[config.mk]
export PLATFORM = sky130hd
export DESIGN_NAME = ec_point_scalar_multiply_gfp
export DESIGN_NICKNAME = d
export VERILOG_FILES = /design/src/rtl/core/ecsm_pkg.sv /design/src/rtl/core/ecsm_alu.sv /design/src/rtl/core/ec_point_scalar_multiply_gfp.sv
export SDC_FILE = /design/constraint.sdc
export NUM_CORES = 1
export LEC_CHECK = 0
export ABC_AREA = 1
export BUFFER_PORTS_ARGS = -buffer_cell sky130_fd_sc_hd__buf_2
export CAP_MARGIN = 20
export CELL_PAD_IN_SITES_DETAIL_PLACEMENT = 0
export CELL_PAD_IN_SITES_GLOBAL_PLACEMENT = 1
export CORE_UTILIZATION = 35
export CTS_CLUSTER_DIAMETER = 120
export DETAILED_ROUTE_END_ITERATION = 10
export PLACE_DENSITY = 0.61
export REMOVE_ABC_BUFFERS = 1
export SYNTH_ARGS = -nofsm -noshare
export SYNTH_HDL_FRONTEND = slang
export SYNTH_SLANG_ARGS = --single-unit
[constraint.sdc]
create_clock -name clk_i -period 10.9 [get_ports clk_i]
set_input_delay 1.635 -clock clk_i [delete_from_list [all_inputs] [get_ports clk_i]]
set_output_delay 1.635 -clock clk_i [all_outputs]
set_load 0.1 [all_outputs]
[src/rtl/core/ecsm_pkg.sv]
// ----------------------------------------------------------------------------
// ecsm_pkg
// shared types and constants of the prime-field point scalar multiplier
// ----------------------------------------------------------------------------
package ecsm_pkg;

  localparam int FIELD_BITS  = 16;
  localparam int SCALAR_BITS = 16;
  localparam int CFG_IDX_W   = 2;

  // configuration register indexes
  localparam logic [CFG_IDX_W-1:0] REG_MODULUS = 2'd0;
  localparam logic [CFG_IDX_W-1:0] REG_CURVE_A = 2'd1;
  localparam logic [CFG_IDX_W-1:0] REG_CURVE_B = 2'd2;

  localparam logic [FIELD_BITS-1:0] MODULUS_RST = FIELD_BITS'(10007);
  localparam logic [FIELD_BITS-1:0] CURVE_A_RST = FIELD_BITS'(1);
  localparam logic [FIELD_BITS-1:0] CURVE_B_RST = FIELD_BITS'(1);

  typedef struct packed {
    logic [FIELD_BITS-1:0]  base_x;
    logic [FIELD_BITS-1:0]  base_y;
    logic [SCALAR_BITS-1:0] scalar;
  } in_item_t;

  typedef struct packed {
    logic [FIELD_BITS-1:0] result_x;
    logic [FIELD_BITS-1:0] result_y;
    logic                  at_infinity;
    logic                  on_curve;
  } out_item_t;

  // operations of the shared field unit
  typedef enum logic [1:0] {
    OP_ADD,
    OP_SUB,
    OP_MUL,
    OP_DIV
  } alu_op_e;

  typedef struct packed {
    logic    start;
    alu_op_e op;
  } alu_req_t;

  typedef struct packed {
    logic done;
    logic busy;
  } alu_rsp_t;

  // sequencer states
  typedef enum logic [5:0] {
    S_IDLE, S_RED_BX, S_RED_BY, S_RED_A, S_RED_B,
    S_DBL_CHK, S_DBL_NEG, S_SQ, S_TRI0, S_TRI1, S_ADD_A, S_TWO_Y,
    S_INV_INIT, S_INV_TEST, S_INV_DIV, S_INV_MUL, S_INV_SUB, S_INV_END,
    S_SLOPE, S_LL, S_X1, S_X2, S_DX, S_LM, S_Y,
    S_ADD_CHK, S_ADD_NEG, S_DIFF_Y, S_DIFF_X, S_NEXT,
    S_CHK, S_C_LHS, S_C_X2, S_C_X3, S_C_AX, S_C_S1, S_C_S2, S_OUT
  } seq_state_e;

endpackage

[src/rtl/core/ecsm_alu.sv]
// ----------------------------------------------------------------------------
// ecsm_alu
// shared modular unit: add, subtract, bit-serial multiply, restoring divide
// ----------------------------------------------------------------------------
module ecsm_alu #(
  parameter int W = ecsm_pkg::FIELD_BITS
) (
  input  logic               clk_i,
  input  logic               rst_ni,
  input  ecsm_pkg::alu_req_t req_i,
  input  logic [W-1:0]       a_i,
  input  logic [W-1:0]       b_i,
  input  logic [W-1:0]       m_i,
  output ecsm_pkg::alu_rsp_t rsp_o,
  output logic [W-1:0]       res_o,
  output logic [W-1:0]       rem_o
);

  localparam int CntW = (W > 1) ? $clog2(W) : 1;

  logic              busy_q, busy_d;
  logic              done_q, done_d;
  ecsm_pkg::alu_op_e op_q, op_d;
  logic [W-1:0]      acc_q, acc_d;
  logic [W-1:0]      sh_q, sh_d;
  logic [W-1:0]      dv_q, dv_d;
  logic [CntW-1:0]   cnt_q, cnt_d;

  logic [W:0] m_ext, dbl, dbl_r, sum, trial, s_add, s_sub;
  logic [W-1:0] mul_next, div_rem, add_res, sub_res;
  logic         div_ge;

  // one multiply step: r = 2r (+ a) mod m
  always_comb begin
    m_ext    = {1'b0, m_i};
    dbl      = {acc_q, 1'b0};
    dbl_r    = (dbl >= m_ext) ? dbl - m_ext : dbl;
    sum      = dbl_r + {1'b0, dv_q};
    mul_next = sh_q[W-1] ? ((sum >= m_ext) ? W'(sum - m_ext) : W'(sum)) : W'(dbl_r);
    trial    = {acc_q, sh_q[W-1]};
    div_ge   = trial >= {1'b0, dv_q};
    div_rem  = div_ge ? W'(trial - {1'b0, dv_q}) : W'(trial);
    s_add    = {1'b0, a_i} + {1'b0, b_i};
    add_res  = (s_add >= m_ext) ? W'(s_add - m_ext) : W'(s_add);
    s_sub    = {1'b0, a_i} + m_ext - {1'b0, b_i};
    sub_res  = (a_i >= b_i) ? (a_i - b_i) : W'(s_sub);
  end

  // operation control
  always_comb begin
    busy_d = busy_q;
    done_d = 1'b0;
    op_d   = op_q;
    acc_d  = acc_q;
    sh_d   = sh_q;
    dv_d   = dv_q;
    cnt_d  = cnt_q;
    if (req_i.start) begin
      op_d = req_i.op;
      unique case (req_i.op)
        ecsm_pkg::OP_ADD: begin
          acc_d  = add_res;
          done_d = 1'b1;
        end
        ecsm_pkg::OP_SUB: begin
          acc_d  = sub_res;
          done_d = 1'b1;
        end
        ecsm_pkg::OP_MUL: begin
          acc_d  = '0;
          sh_d   = b_i;
          dv_d   = a_i;
          busy_d = 1'b1;
          cnt_d  = CntW'(W - 1);
        end
        ecsm_pkg::OP_DIV: begin
          acc_d  = '0;
          sh_d   = a_i;
          dv_d   = b_i;
          busy_d = 1'b1;
          cnt_d  = CntW'(W - 1);
        end
        default: ;
      endcase
    end else if (busy_q) begin
      if (op_q == ecsm_pkg::OP_DIV) begin
        acc_d = div_rem;
        sh_d  = {sh_q[W-2:0], div_ge};
      end else begin
        acc_d = mul_next;
        sh_d  = {sh_q[W-2:0], 1'b0};
      end
      if (cnt_q == '0) begin
        busy_d = 1'b0;
        done_d = 1'b1;
      end else begin
        cnt_d = cnt_q - 1'b1;
      end
    end
  end

  always_ff @(posedge clk_i or negedge rst_ni) begin
    if (!rst_ni) begin
      busy_q <= 1'b0;
      done_q <= 1'b0;
      op_q   <= ecsm_pkg::OP_ADD;
      acc_q  <= '0;
      sh_q   <= '0;
      dv_q   <= '0;
      cnt_q  <= '0;
    end else begin
      busy_q <= busy_d;
      done_q <= done_d;
      op_q   <= op_d;
      acc_q  <= acc_d;
      sh_q   <= sh_d;
      dv_q   <= dv_d;
      cnt_q  <= cnt_d;
    end
  end

  assign rsp_o.done = done_q;
  assign rsp_o.busy = busy_q;
  assign res_o      = (op_q == ecsm_pkg::OP_DIV) ? sh_q : acc_q;
  assign rem_o      = acc_q;

`ifndef ASSERT_OFF
  // a new operation never starts while a serial one runs
  assert property (@(posedge clk_i) disable iff (!rst_ni) busy_q |-> !req_i.start)
    else $error("alu started while busy");
  // completion flag is a single pulse
  assert property (@(posedge clk_i) disable iff (!rst_ni) done_q |=> !done_q)
    else $error("alu done held high");
  // results of add and subtract stay below the modulus
  assert property (@(posedge clk_i) disable iff (!rst_ni)
    (done_q && (op_q == ecsm_pkg::OP_ADD || op_q == ecsm_pkg::OP_SUB) && m_i != '0)
      |-> acc_q < m_i)
    else $error("alu add/sub out of range");
`endif

endmodule

[src/rtl/core/ec_point_scalar_multiply_gfp.sv]
// Multiply and divide run bit-serially on the shared unit; each item walks through every scalar bit.
// Throughput: one item at a time; input stalls from acceptance until the result transfers.
// Reset: asynchronous active low; configuration registers return to modulus 10007, a = 1, b = 1.
// ----------------------------------------------------------------------------
// ec_point_scalar_multiply_gfp
// affine double-and-add scalar multiplication on y^2 = x^3 + ax + b over GF(p)
// ----------------------------------------------------------------------------
module ec_point_scalar_multiply_gfp (
  input  logic                                clk_i,
  input  logic                                rst_ni,
  input  logic                                cfg_we_i,
  input  logic [ecsm_pkg::CFG_IDX_W-1:0]      cfg_idx_i,
  input  logic [ecsm_pkg::FIELD_BITS-1:0]     cfg_wdata_i,
  input  logic                                in_valid_i,
  output logic                                in_stall_o,
  input  ecsm_pkg::in_item_t                  in_data_i,
  output logic                                out_valid_o,
  input  logic                                out_stall_i,
  output ecsm_pkg::out_item_t                 out_data_o
);

  localparam int FW = ecsm_pkg::FIELD_BITS;
  localparam int SW = ecsm_pkg::SCALAR_BITS;
  localparam int IW = (SW > 1) ? $clog2(SW) : 1;

  ecsm_pkg::seq_state_e state_q, state_d;

  logic [FW-1:0] m_q, ca_q, cb_q;
  logic [FW-1:0] bx_q, bx_d, by_q, by_d, ar_q, ar_d, br_q, br_d;
  logic [FW-1:0] ax_q, ax_d, ay_q, ay_d, ox_q, ox_d;
  logic [FW-1:0] num_q, num_d, den_q, den_d, lam_q, lam_d, e0_q, e0_d, e1_q, e1_d;
  logic [FW-1:0] r0_q, r0_d, r1_q, r1_d, t0_q, t0_d, t1_q, t1_d, qt_q, qt_d, nr_q, nr_d;
  logic [SW-1:0] k_q, k_d;
  logic [IW-1:0] i_q, i_d;
  logic          av_q, av_d, ph_add_q, ph_add_d, issued_q, issued_d;
  logic          ov_q, ov_d;
  ecsm_pkg::out_item_t res_q, res_d;

  ecsm_pkg::alu_req_t alu_req;
  ecsm_pkg::alu_rsp_t alu_rsp;
  ecsm_pkg::alu_op_e  op;
  logic [FW-1:0]      opa, opb, alu_res, alu_rem;
  logic               is_op, fin;

  // configuration registers
  always_ff @(posedge clk_i or negedge rst_ni) begin
    if (!rst_ni) begin
      m_q  <= ecsm_pkg::MODULUS_RST;
      ca_q <= ecsm_pkg::CURVE_A_RST;
      cb_q <= ecsm_pkg::CURVE_B_RST;
    end else if (cfg_we_i) begin
      if (cfg_idx_i == ecsm_pkg::REG_MODULUS) m_q <= cfg_wdata_i;
      if (cfg_idx_i == ecsm_pkg::REG_CURVE_A) ca_q <= cfg_wdata_i;
      if (cfg_idx_i == ecsm_pkg::REG_CURVE_B) cb_q <= cfg_wdata_i;
    end
  end

  ecsm_alu #(.W(FW)) u_alu (
    .clk_i  (clk_i),
    .rst_ni (rst_ni),
    .req_i  (alu_req),
    .a_i    (opa),
    .b_i    (opb),
    .m_i    (m_q),
    .rsp_o  (alu_rsp),
    .res_o  (alu_res),
    .rem_o  (alu_rem)
  );

  assign fin             = alu_rsp.done;
  assign alu_req.start   = is_op && !issued_q;
  assign alu_req.op      = op;

  // sequencer: next state, operand select and register updates
  always_comb begin
    state_d  = state_q;
    bx_d = bx_q; by_d = by_q; ar_d = ar_q; br_d = br_q;
    ax_d = ax_q; ay_d = ay_q; ox_d = ox_q; av_d = av_q;
    num_d = num_q; den_d = den_q; lam_d = lam_q; e0_d = e0_q; e1_d = e1_q;
    r0_d = r0_q; r1_d = r1_q; t0_d = t0_q; t1_d = t1_q; qt_d = qt_q; nr_d = nr_q;
    k_d = k_q; i_d = i_q; ph_add_d = ph_add_q;
    ov_d = ov_q; res_d = res_q;
    is_op = 1'b0;
    op    = ecsm_pkg::OP_ADD;
    opa   = '0;
    opb   = '0;

    unique case (state_q)
      ecsm_pkg::S_IDLE: begin
        if (in_valid_i) begin
          bx_d = in_data_i.base_x;
          by_d = in_data_i.base_y;
          k_d  = in_data_i.scalar;
          if (m_q < FW'(2)) begin
            res_d   = '{result_x: '0, result_y: '0, at_infinity: 1'b1, on_curve: 1'b0};
            ov_d    = 1'b1;
            state_d = ecsm_pkg::S_OUT;
          end else begin
            state_d = ecsm_pkg::S_RED_BX;
          end
        end
      end
      // reduce operands modulo p
      ecsm_pkg::S_RED_BX: begin
        is_op = 1'b1; op = ecsm_pkg::OP_DIV; opa = bx_q; opb = m_q;
        if (fin) begin bx_d = alu_rem; state_d = ecsm_pkg::S_RED_BY; end
      end
      ecsm_pkg::S_RED_BY: begin
        is_op = 1'b1; op = ecsm_pkg::OP_DIV; opa = by_q; opb = m_q;
        if (fin) begin by_d = alu_rem; state_d = ecsm_pkg::S_RED_A; end
      end
      ecsm_pkg::S_RED_A: begin
        is_op = 1'b1; op = ecsm_pkg::OP_DIV; opa = ca_q; opb = m_q;
        if (fin) begin ar_d = alu_rem; state_d = ecsm_pkg::S_RED_B; end
      end
      ecsm_pkg::S_RED_B: begin
        is_op = 1'b1; op = ecsm_pkg::OP_DIV; opa = cb_q; opb = m_q;
        if (fin) begin
          br_d     = alu_rem;
          av_d     = 1'b0;
          ax_d     = '0;
          ay_d     = '0;
          i_d      = IW'(SW - 1);
          ph_add_d = 1'b0;
          state_d  = ecsm_pkg::S_DBL_CHK;
        end
      end
      // doubling of the accumulator
      ecsm_pkg::S_DBL_CHK: begin
        state_d = av_q ? ecsm_pkg::S_DBL_NEG : ecsm_pkg::S_ADD_CHK;
      end
      ecsm_pkg::S_DBL_NEG: begin
        is_op = 1'b1; op = ecsm_pkg::OP_SUB; opa = '0; opb = ay_q;
        if (fin) begin
          if (ay_q == alu_res) begin
            av_d = 1'b0; ax_d = '0; ay_d = '0;
            state_d = ecsm_pkg::S_ADD_CHK;
          end else begin
            ox_d = ax_q;
            state_d = ecsm_pkg::S_SQ;
          end
        end
      end
      ecsm_pkg::S_SQ: begin
        is_op = 1'b1; op = ecsm_pkg::OP_MUL; opa = ax_q; opb = ax_q;
        if (fin) begin e0_d = alu_res; state_d = ecsm_pkg::S_TRI0; end
      end
      ecsm_pkg::S_TRI0: begin
        is_op = 1'b1; op = ecsm_pkg::OP_ADD; opa = e0_q; opb = e0_q;
        if (fin) begin e1_d = alu_res; state_d = ecsm_pkg::S_TRI1; end
      end
      ecsm_pkg::S_TRI1: begin
        is_op = 1'b1; op = ecsm_pkg::OP_ADD; opa = e1_q; opb = e0_q;
        if (fin) begin e0_d = alu_res; state_d = ecsm_pkg::S_ADD_A; end
      end
      ecsm_pkg::S_ADD_A: begin
        is_op = 1'b1; op = ecsm_pkg::OP_ADD; opa = e0_q; opb = ar_q;
        if (fin) begin num_d = alu_res; state_d = ecsm_pkg::S_TWO_Y; end
      end
      ecsm_pkg::S_TWO_Y: begin
        is_op = 1'b1; op = ecsm_pkg::OP_ADD; opa = ay_q; opb = ay_q;
        if (fin) begin den_d = alu_res; state_d = ecsm_pkg::S_INV_INIT; end
      end
      // extended euclid inverse of den
      ecsm_pkg::S_INV_INIT: begin
        r0_d = m_q; r1_d = den_q; t0_d = '0; t1_d = FW'(1);
        state_d = ecsm_pkg::S_INV_TEST;
      end
      ecsm_pkg::S_INV_TEST: begin
        state_d = (r1_q == '0) ? ecsm_pkg::S_INV_END : ecsm_pkg::S_INV_DIV;
      end
      ecsm_pkg::S_INV_DIV: begin
        is_op = 1'b1; op = ecsm_pkg::OP_DIV; opa = r0_q; opb = r1_q;
        if (fin) begin qt_d = alu_res; nr_d = alu_rem; state_d = ecsm_pkg::S_INV_MUL; end
      end
      ecsm_pkg::S_INV_MUL: begin
        // quotient equals p only for r0 = p, r1 = 1, where it reduces to zero
        is_op = 1'b1; op = ecsm_pkg::OP_MUL; opa = (qt_q == m_q) ? '0 : qt_q; opb = t1_q;
        if (fin) begin e0_d = alu_res; state_d = ecsm_pkg::S_INV_SUB; end
      end
      ecsm_pkg::S_INV_SUB: begin
        is_op = 1'b1; op = ecsm_pkg::OP_SUB; opa = t0_q; opb = e0_q;
        if (fin) begin
          r0_d = r1_q; r1_d = nr_q; t0_d = t1_q; t1_d = alu_res;
          state_d = ecsm_pkg::S_INV_TEST;
        end
      end
      ecsm_pkg::S_INV_END: begin
        den_d   = (r0_q == FW'(1)) ? t0_q : '0;
        state_d = ecsm_pkg::S_SLOPE;
      end
      // new point from slope
      ecsm_pkg::S_SLOPE: begin
        is_op = 1'b1; op = ecsm_pkg::OP_MUL; opa = num_q; opb = den_q;
        if (fin) begin lam_d = alu_res; state_d = ecsm_pkg::S_LL; end
      end
      ecsm_pkg::S_LL: begin
        is_op = 1'b1; op = ecsm_pkg::OP_MUL; opa = lam_q; opb = lam_q;
        if (fin) begin e0_d = alu_res; state_d = ecsm_pkg::S_X1; end
      end
      ecsm_pkg::S_X1: begin
        is_op = 1'b1; op = ecsm_pkg::OP_SUB; opa = e0_q; opb = ax_q;
        if (fin) begin e0_d = alu_res; state_d = ecsm_pkg::S_X2; end
      end
      ecsm_pkg::S_X2: begin
        is_op = 1'b1; op = ecsm_pkg::OP_SUB; opa = e0_q; opb = ox_q;
        if (fin) begin e1_d = alu_res; state_d = ecsm_pkg::S_DX; end
      end
      ecsm_pkg::S_DX: begin
        is_op = 1'b1; op = ecsm_pkg::OP_SUB; opa = ax_q; opb = e1_q;
        if (fin) begin e0_d = alu_res; state_d = ecsm_pkg::S_LM; end
      end
      ecsm_pkg::S_LM: begin
        is_op = 1'b1; op = ecsm_pkg::OP_MUL; opa = lam_q; opb = e0_q;
        if (fin) begin e0_d = alu_res; state_d = ecsm_pkg::S_Y; end
      end
      ecsm_pkg::S_Y: begin
        is_op = 1'b1; op = ecsm_pkg::OP_SUB; opa = e0_q; opb = ay_q;
        if (fin) begin
          ay_d = alu_res; ax_d = e1_q; av_d = 1'b1;
          state_d = ph_add_q ? ecsm_pkg::S_NEXT : ecsm_pkg::S_ADD_CHK;
        end
      end
      // conditional addition of the base point
      ecsm_pkg::S_ADD_CHK: begin
        if (!k_q[i_q]) begin
          state_d = ecsm_pkg::S_NEXT;
        end else if (!av_q) begin
          ax_d = bx_q; ay_d = by_q; av_d = 1'b1;
          state_d = ecsm_pkg::S_NEXT;
        end else begin
          ph_add_d = 1'b1;
          state_d  = ecsm_pkg::S_ADD_NEG;
        end
      end
      ecsm_pkg::S_ADD_NEG: begin
        is_op = 1'b1; op = ecsm_pkg::OP_SUB; opa = '0; opb = by_q;
        if (fin) begin
          if (ax_q == bx_q && ay_q == alu_res) begin
            av_d = 1'b0; ax_d = '0; ay_d = '0;
            state_d = ecsm_pkg::S_NEXT;
          end else if (ax_q == bx_q && ay_q == by_q) begin
            ox_d = ax_q;
            state_d = ecsm_pkg::S_SQ;
          end else begin
            state_d = ecsm_pkg::S_DIFF_Y;
          end
        end
      end
      ecsm_pkg::S_DIFF_Y: begin
        is_op = 1'b1; op = ecsm_pkg::OP_SUB; opa = by_q; opb = ay_q;
        if (fin) begin num_d = alu_res; state_d = ecsm_pkg::S_DIFF_X; end
      end
      ecsm_pkg::S_DIFF_X: begin
        is_op = 1'b1; op = ecsm_pkg::OP_SUB; opa = bx_q; opb = ax_q;
        if (fin) begin
          den_d = alu_res; ox_d = bx_q;
          state_d = ecsm_pkg::S_INV_INIT;
        end
      end
      ecsm_pkg::S_NEXT: begin
        if (i_q == '0) begin
          state_d = ecsm_pkg::S_CHK;
        end else begin
          i_d = i_q - 1'b1; ph_add_d = 1'b0;
          state_d = ecsm_pkg::S_DBL_CHK;
        end
      end
      // curve equation check
      ecsm_pkg::S_CHK: begin
        if (!av_q) begin
          res_d   = '{result_x: '0, result_y: '0, at_infinity: 1'b1, on_curve: 1'b0};
          ov_d    = 1'b1;
          state_d = ecsm_pkg::S_OUT;
        end else begin
          state_d = ecsm_pkg::S_C_LHS;
        end
      end
      ecsm_pkg::S_C_LHS: begin
        is_op = 1'b1; op = ecsm_pkg::OP_MUL; opa = ay_q; opb = ay_q;
        if (fin) begin num_d = alu_res; state_d = ecsm_pkg::S_C_X2; end
      end
      ecsm_pkg::S_C_X2: begin
        is_op = 1'b1; op = ecsm_pkg::OP_MUL; opa = ax_q; opb = ax_q;
        if (fin) begin e0_d = alu_res; state_d = ecsm_pkg::S_C_X3; end
      end
      ecsm_pkg::S_C_X3: begin
        is_op = 1'b1; op = ecsm_pkg::OP_MUL; opa = e0_q; opb = ax_q;
        if (fin) begin e0_d = alu_res; state_d = ecsm_pkg::S_C_AX; end
      end
      ecsm_pkg::S_C_AX: begin
        is_op = 1'b1; op = ecsm_pkg::OP_MUL; opa = ar_q; opb = ax_q;
        if (fin) begin e1_d = alu_res; state_d = ecsm_pkg::S_C_S1; end
      end
      ecsm_pkg::S_C_S1: begin
        is_op = 1'b1; op = ecsm_pkg::OP_ADD; opa = e0_q; opb = e1_q;
        if (fin) begin e0_d = alu_res; state_d = ecsm_pkg::S_C_S2; end
      end
      ecsm_pkg::S_C_S2: begin
        is_op = 1'b1; op = ecsm_pkg::OP_ADD; opa = e0_q; opb = br_q;
        if (fin) begin
          res_d   = '{result_x: ax_q, result_y: ay_q, at_infinity: 1'b0,
                      on_curve: (num_q == alu_res)};
          ov_d    = 1'b1;
          state_d = ecsm_pkg::S_OUT;
        end
      end
      // result transfer
      ecsm_pkg::S_OUT: begin
        if (!out_stall_i) begin
          ov_d    = 1'b0;
          state_d = ecsm_pkg::S_IDLE;
        end
      end
      default: state_d = ecsm_pkg::S_IDLE;
    endcase

    issued_d = is_op && !fin;
  end

  always_ff @(posedge clk_i or negedge rst_ni) begin
    if (!rst_ni) begin
      state_q  <= ecsm_pkg::S_IDLE;
      issued_q <= 1'b0;
      ov_q     <= 1'b0;
      av_q     <= 1'b0;
      ph_add_q <= 1'b0;
      i_q      <= '0;
    end else begin
      state_q  <= state_d;
      issued_q <= issued_d;
      ov_q     <= ov_d;
      av_q     <= av_d;
      ph_add_q <= ph_add_d;
      i_q      <= i_d;
    end
  end

  // datapath registers
  always_ff @(posedge clk_i) begin
    bx_q <= bx_d; by_q <= by_d; ar_q <= ar_d; br_q <= br_d;
    ax_q <= ax_d; ay_q <= ay_d; ox_q <= ox_d;
    num_q <= num_d; den_q <= den_d; lam_q <= lam_d; e0_q <= e0_d; e1_q <= e1_d;
    r0_q <= r0_d; r1_q <= r1_d; t0_q <= t0_d; t1_q <= t1_d; qt_q <= qt_d; nr_q <= nr_d;
    k_q <= k_d;
    res_q <= res_d;
  end

  assign in_stall_o  = (state_q != ecsm_pkg::S_IDLE);
  assign out_valid_o = ov_q;
  assign out_data_o  = res_q;

`ifndef ASSERT_OFF
  // input is taken only when no result is pending
  assert property (@(posedge clk_i) disable iff (!rst_ni) !in_stall_o |-> !out_valid_o)
    else $error("input open while result pending");
  // infinity carries zero coordinates and fails the curve test
  assert property (@(posedge clk_i) disable iff (!rst_ni)
    (out_valid_o && out_data_o.at_infinity)
      |-> (out_data_o.result_x == '0 && out_data_o.result_y == '0 && !out_data_o.on_curve))
    else $error("bad infinity result");
  // the shared unit finishes only while an item is being worked on
  assert property (@(posedge clk_i) disable iff (!rst_ni)
    alu_rsp.done |-> (state_q != ecsm_pkg::S_IDLE && state_q != ecsm_pkg::S_OUT))
    else $error("unit finished outside a computation");
  // a result leaves the output state once transferred
  assert property (@(posedge clk_i) disable iff (!rst_ni)
    (out_valid_o && !out_stall_i) |=> (!out_valid_o && state_q == ecsm_pkg::S_IDLE))
    else $error("result not released after transfer");
`endif

endmodule
After elaboration in Yosys (flattened, before gate mapping)
Cells that the tools add are included.
Cells by class
  reduce and logical (&&, ||, !) cells: 72
  mux-type cells: 136
  add/sub/neg operators: 11
  eq/ne operators: 94
  $lt $le $gt $ge: 7
Operator list (number)
  $mux W16: 36
  $pmux W16 S2: 9
  $pmux W16 S14: 1
  $pmux W6 S37: 1
  $pmux W16 S13: 1
  $mux W6: 32
  $pmux W16 S5: 2
  $mux W34: 4
  $pmux W34 S3: 1
  $eq A6 B5 Y1 const B: 16
  $pmux W16 S3: 2
  $eq A16 B16 Y1: 5
  $sub A16 B16 Y16: 5
  $ge A17 B16 Y1: 4
  $ne A2 B1 Y1 const B: 29
  $eq A6 B4 Y1 const B: 8
  $eq A6 B6 Y1 const B: 6
  $mux W5: 6
  $ne A2 B2 Y1 const B: 15
  $reduce_and A2 Y1: 15
  $reduce_and A30 Y1: 1
  $reduce_or A29 Y1: 1
  $mux W1: 25
  $eq A6 B3 Y1 const B: 4
  other kinds (48): 91
Storage, ports and cells
  logic and storage cells: 359
  bits of input ports: 71
  flip-flop bits (word level): 456
  output and inout bits: 36

Logic depth before layout (Yosys ltp)
  word-level depth: 9
  depth in mapped cells: 40
  mapped depth without buffers: 39

Cells and area by module
Synthesis repeated with hierarchy kept, for this count alone.
Second synthesis, totals
  cells, all modules: 3925
  area total of the unflattened synthesis: 30944.7 um^2
Modules (own cells, without submodules)
  ec_point_scalar_multiply_gfp: cells an instance 2143, area each 19842.8 um^2, seq. area each 11713.7 um^2, instances 1
  ecsm_alu: cells an instance 1782, area each 11101.9 um^2, seq. area each 1401.3 um^2, instances 1

Worst setup path after synthesis
Ideal clock, no wire load.
  path kind: reg2reg
  start point: reg state_q[3]
  end point: reg r0_q[0], enable pin
  arrival time: 5.649 ns
  clock period less this slack: 6.224 ns
  stages on the path, launching flop included: 6
  library setup time: 0.574 ns
  buffers on the path: 2
  setup slack: 4.676 ns
  required time: 10.326 ns
  cell sequence: dfrtp_1 > nor2_2 > buf_4 > nand3_2 > clkbuf_1 > o21ai_0
On the way
  longest elaborated chain between the ends: 3
  elaborated cells between the ends (all ways): 5
  classes of those cells: eq/ne: 3; reduce/logical: 2
Ends and longest elaborated chain
  from (decl): line ec_point_scalar_multiply_gfp.sv:26  | ecsm_pkg::seq_state_e state_q, state_d;
  from (signal assigned): line ec_point_scalar_multiply_gfp.sv:323  | state_q <= ecsm_pkg::S_IDLE;
  from (signal assigned): line ec_point_scalar_multiply_gfp.sv:330  | state_q <= state_d;
  $eq A6 B5 Y1 / $eq A6 B4 Y1 (equally long branches): line ec_point_scalar_multiply_gfp.sv:88  | unique case (state_q)
  $ne A2 B1 Y1 (no source line) / $reduce_bool A2 Y1 (equally long branches)
  $reduce_and A2 Y1 (no source line) (*)
  to (signal assigned): line ec_point_scalar_multiply_gfp.sv:344  | r0_q <= r0_d; r1_q <= r1_d; t0_q <= t0_d; t1_q <= t1_d; qt_q <= qt_d; nr_q <= nr_d;
  to (decl): line ec_point_scalar_multiply_gfp.sv:32  | logic [FW-1:0] r0_q, r0_d, r1_q, r1_d, t0_q, t0_d, t1_q, t1_d, qt_q, qt_d, nr_q, nr_d;
Mark *: on every way between the ends. The rest lies on a longest branch, timed or not.
A chain may end at the register's enable or synchronous reset.

Worst setup path after layout
  start point: reg m_q[1]
  end point: reg u_alu.acc_q[10], in the netlist u_alu.rem_o[10]
On the way
  longest elaborated chain between the ends: 9
  elaborated cells between the ends (all ways): 25
  classes of those cells: add/sub: 8; order compare: 4; eq/ne: 1; mux: 12
Ends and longest elaborated chain
  from (decl): line ec_point_scalar_multiply_gfp.sv:28  | logic [FW-1:0] m_q, ca_q, cb_q;
  from (signal assigned): line ec_point_scalar_multiply_gfp.sv:48  | m_q <= ecsm_pkg::MODULUS_RST;
  from (signal assigned): line ec_point_scalar_multiply_gfp.sv:52  | if (cfg_idx_i == ecsm_pkg::REG_MODULUS) m_q <= cfg_wdata_i;
  $sub A17 B16 Y17 / $ge A17 B16 Y1 (equally long branches): line ecsm_alu.sv:37  | dbl_r = (dbl >= m_ext) ? dbl - m_ext : dbl;
  $mux W17: line ecsm_alu.sv:37
  $add A17 B16 Y17: line ecsm_alu.sv:38  | sum = dbl_r + {1'b0, dv_q};
  $sub A16 B16 Y16 / $ge A17 B16 Y1 (equally long branches): line ecsm_alu.sv:39  | mul_next = sh_q[W-1] ? ((sum >= m_ext) ? W'(sum - m_ext) : W'(sum)) : W'(dbl_r);
  $mux W16 (2 in a row): line ecsm_alu.sv:39
  $mux W16: line ecsm_alu.sv:86  | if (op_q == ecsm_pkg::OP_DIV) begin
  $mux W16: line ecsm_alu.sv:85  | end else if (busy_q) begin
  $mux W16 (*): line ecsm_alu.sv:58  | if (req_i.start) begin
  to (signal assigned): line ecsm_alu.sv:107  | acc_q <= '0;
  to (signal assigned): line ecsm_alu.sv:115  | acc_q <= acc_d;
  to (decl): line ecsm_alu.sv:24  | logic [W-1:0] acc_q, acc_d;
Mark *: on every way between the ends. The rest lies on a longest branch, timed or not. The select of a mux whose other input is x is not followed.

==> run metrics <==
status finished clean; nets 4126; Main synth FF type edfxtp_1; Pre-antenna DRT Iters 9; Max Clock Skew 36.0 ps; root buffer cell clkbuf_16; Final Cycle Share 0.730; total die area 87900 sq um; most frequent cell after synthesis nand2_1; Routed WL 151000 um; CP max-delay cell dfstp_2; ranking of synthesized cells by area edfxtp_1 (33%), nand2_1 (11%), dfrtp_1 (8.9%); Worst Path Required 11450 ps; Slew Viols, Final 0; Worst setup EP type flip-flop; Area after DPL 32400 sq um; Cells after Synth 3795; post-route cell area 34400 sq um; Fmax achieved 126 MHz; CP arrival 8510 ps; Post-Syn Area per Cell 8.00 sq um; setup violators final 0; HPWL after DPL 116000 um; Largest register FFs 34; Max Root-Sink Buffers 3; # rows 107; Max Cap Viol 0; chip height 297 um; most used cell, CP nand2_1; vias in the first global route 28143; post-synthesis async set-or-reset flop share 0.259; post-CTS sizing 0; Post-CTS Hold Fix Bufs 0; Clock Latency Late Sink 640 ps; minimum clock period 7960 ps; largest stage delay on the critical path 640 ps; CTS Buf Count 53; flops & latches, synth 456; clk sinks 456; Slew @ Worst Pin 1170 ps; post-synthesis cell area 30400 sq um; layout cells sized above 1 0.0902; H-tree depth 2; area grow syn2layout 13.2%; Buffers on Ports 106; crit-path max FO 28; largest net degree at the start of global routing 76; YS warnings 0; IO Count 107; Initial Utilization 0.355; routability cong. 1.03; # DRC 0; startpoint types flip-flop; core area 85500 sq um; Chip Width 297 um; post-synth top area share 0.334; Routed Antenna Nets 0; first-pass GRT wire length 209000 um; Synth area leader edfxtp_1; sequential fraction of the synthesis area 0.432; CTS tree done; All-Layer GR Usage 0.340; hold crit path type flip-flop to flip-flop; routed vias/inst 5.66; Yosys cell types 67; initial antenna violation count 6; Post-synth top cells nand2_1 (904), inv_1 (506), o21ai_0 (360); Rel. slew slack 0.222; CP Class flip-flop to flip-flop; Iter 0 DRT Violations 2838; routed length per placed instance 29.7 um; Setup TNS 0 ps; via count 28838; RSZ-0062 raised after global routing false; Fill cells 8884; Post-synth EDFFs 338; # Post-CTS Setup Buffers 0; clock transition at the registers of the reported paths 60 ps; Final Hold Fails 0; GRT overflow 0
## area by class of cell
type                    instances  area [sq um]  share of cell area
multi-input cells            2679         14700               0.429
flip-flops and latches        456         13100               0.382
inverters                     529          1990              0.0579
clock buffers                  69          1490              0.0433
well taps                    1144          1430              0.0416
repair buffers                183          1170              0.0342
clock inverters                30           418              0.0122
diodes                          4          10.0            0.000291
## final timing paths
path	start	slack, ps	depth (start not counted)	end
max in group asynchronous	rst_ni	8470	2	u_alu.dv_q[8]
hold / removal	out_valid_o	480	2	out_valid_o
hold reg to reg	out_valid_o	480	2	out_valid_o
setup reg to reg	m_q[1]	2940	37	u_alu.rem_o[10]
setup / recovery	m_q[1]	2940	37	u_alu.rem_o[10]
min in group asynchronous	rst_ni	1030	1	u_alu.done_q
## through the flow
| step | instances | setup WS, ps | util | hold WS [ps] |
|---|---|---|---|---|
| 2_1_floorplan | 3664 | 3630 | - | 453 |
| 3_3_place_gp | 4984 | 3060 | 0.378 | 467 |
| 3_5_place_dp | 4986 | 3030 | 0.378 | 472 |
| 4_1_cts | 5085 | 2990 | 0.401 | 488 |
| 5_1_grt | 5090 | 2430 | 0.402 | 497 |
| 6_report | 5094 | 2940 | 0.402 | 482 |
## cells by family (layout without fill, tap and decap cells)
logic type / Yosys count / in the layout / share of synthesized area
AOI/OAI and AO/OA: 856 / 856 / 0.160
other: 0 / 4 / 0
xor gates and xnor gates: 142 / 142 / 0.0410
adders and majority gates: 153 / 153 / 0.0685
and+or+nand+nor: 1526 / 1526 / 0.213
buffers and inverters: 660 / 811 / 0.0850
DFF: 456 / 456 / 0.432
muxes: 2 / 2 / 0.000659
## per-layer routing
metal / track usage / wire, um / vias up
met2: 0.560 / 70700 / 1307
met3: 0.0604 / 10400 / 382
met4: 0.242 / 12200 / 2
met1: 0.401 / 58000 / 14053
li1: - / - / 13094
met5: 0 / 18 / -
## critical path: cells and delay by family (launching register included)
kind / cells / cell delay, ps
buffers and inverters: 5 / 1020
flip-flops: 1 / 640
AO/OA/AOI/OAI: 6 / 1540
AND/OR/NAND/NOR: 21 / 2870
adder cells (fa/ha/maj): 4 / 1450
XOR/XNOR: 1 / 280
## layout by cell type, fill, tap and decap left out, drive strengths merged, types with 5 or more instances in the layout
cell type,netlist,final
a211oi,9,9
a21boi,5,5
a21o,12,12
a21oi,212,212
a221oi,13,13
a22o,9,9
a22oi,12,12
a31oi,18,18
buf,58,183
bufinv,0,9
clkbuf,73,69
clkinv,5,20
dfrtp,108,108
dfstp,10,10
edfxtp,338,338
fa,22,22
ha,131,131
inv,524,529
nand2,917,917
nand3,179,179
nand4,47,47
nor2,283,283
nor3,41,41
nor4,44,44
o2111ai,15,15
o211ai,25,25
o21a,10,10
o21ai,381,381
o21bai,8,8
o221ai,8,8
o22ai,105,105
or2,5,5
xnor2,55,55
xor2,87,87
Power is left out: the tool's default activity adds up to more than one toggle a clock period on the data nets, which glitch-free logic cannot reach.
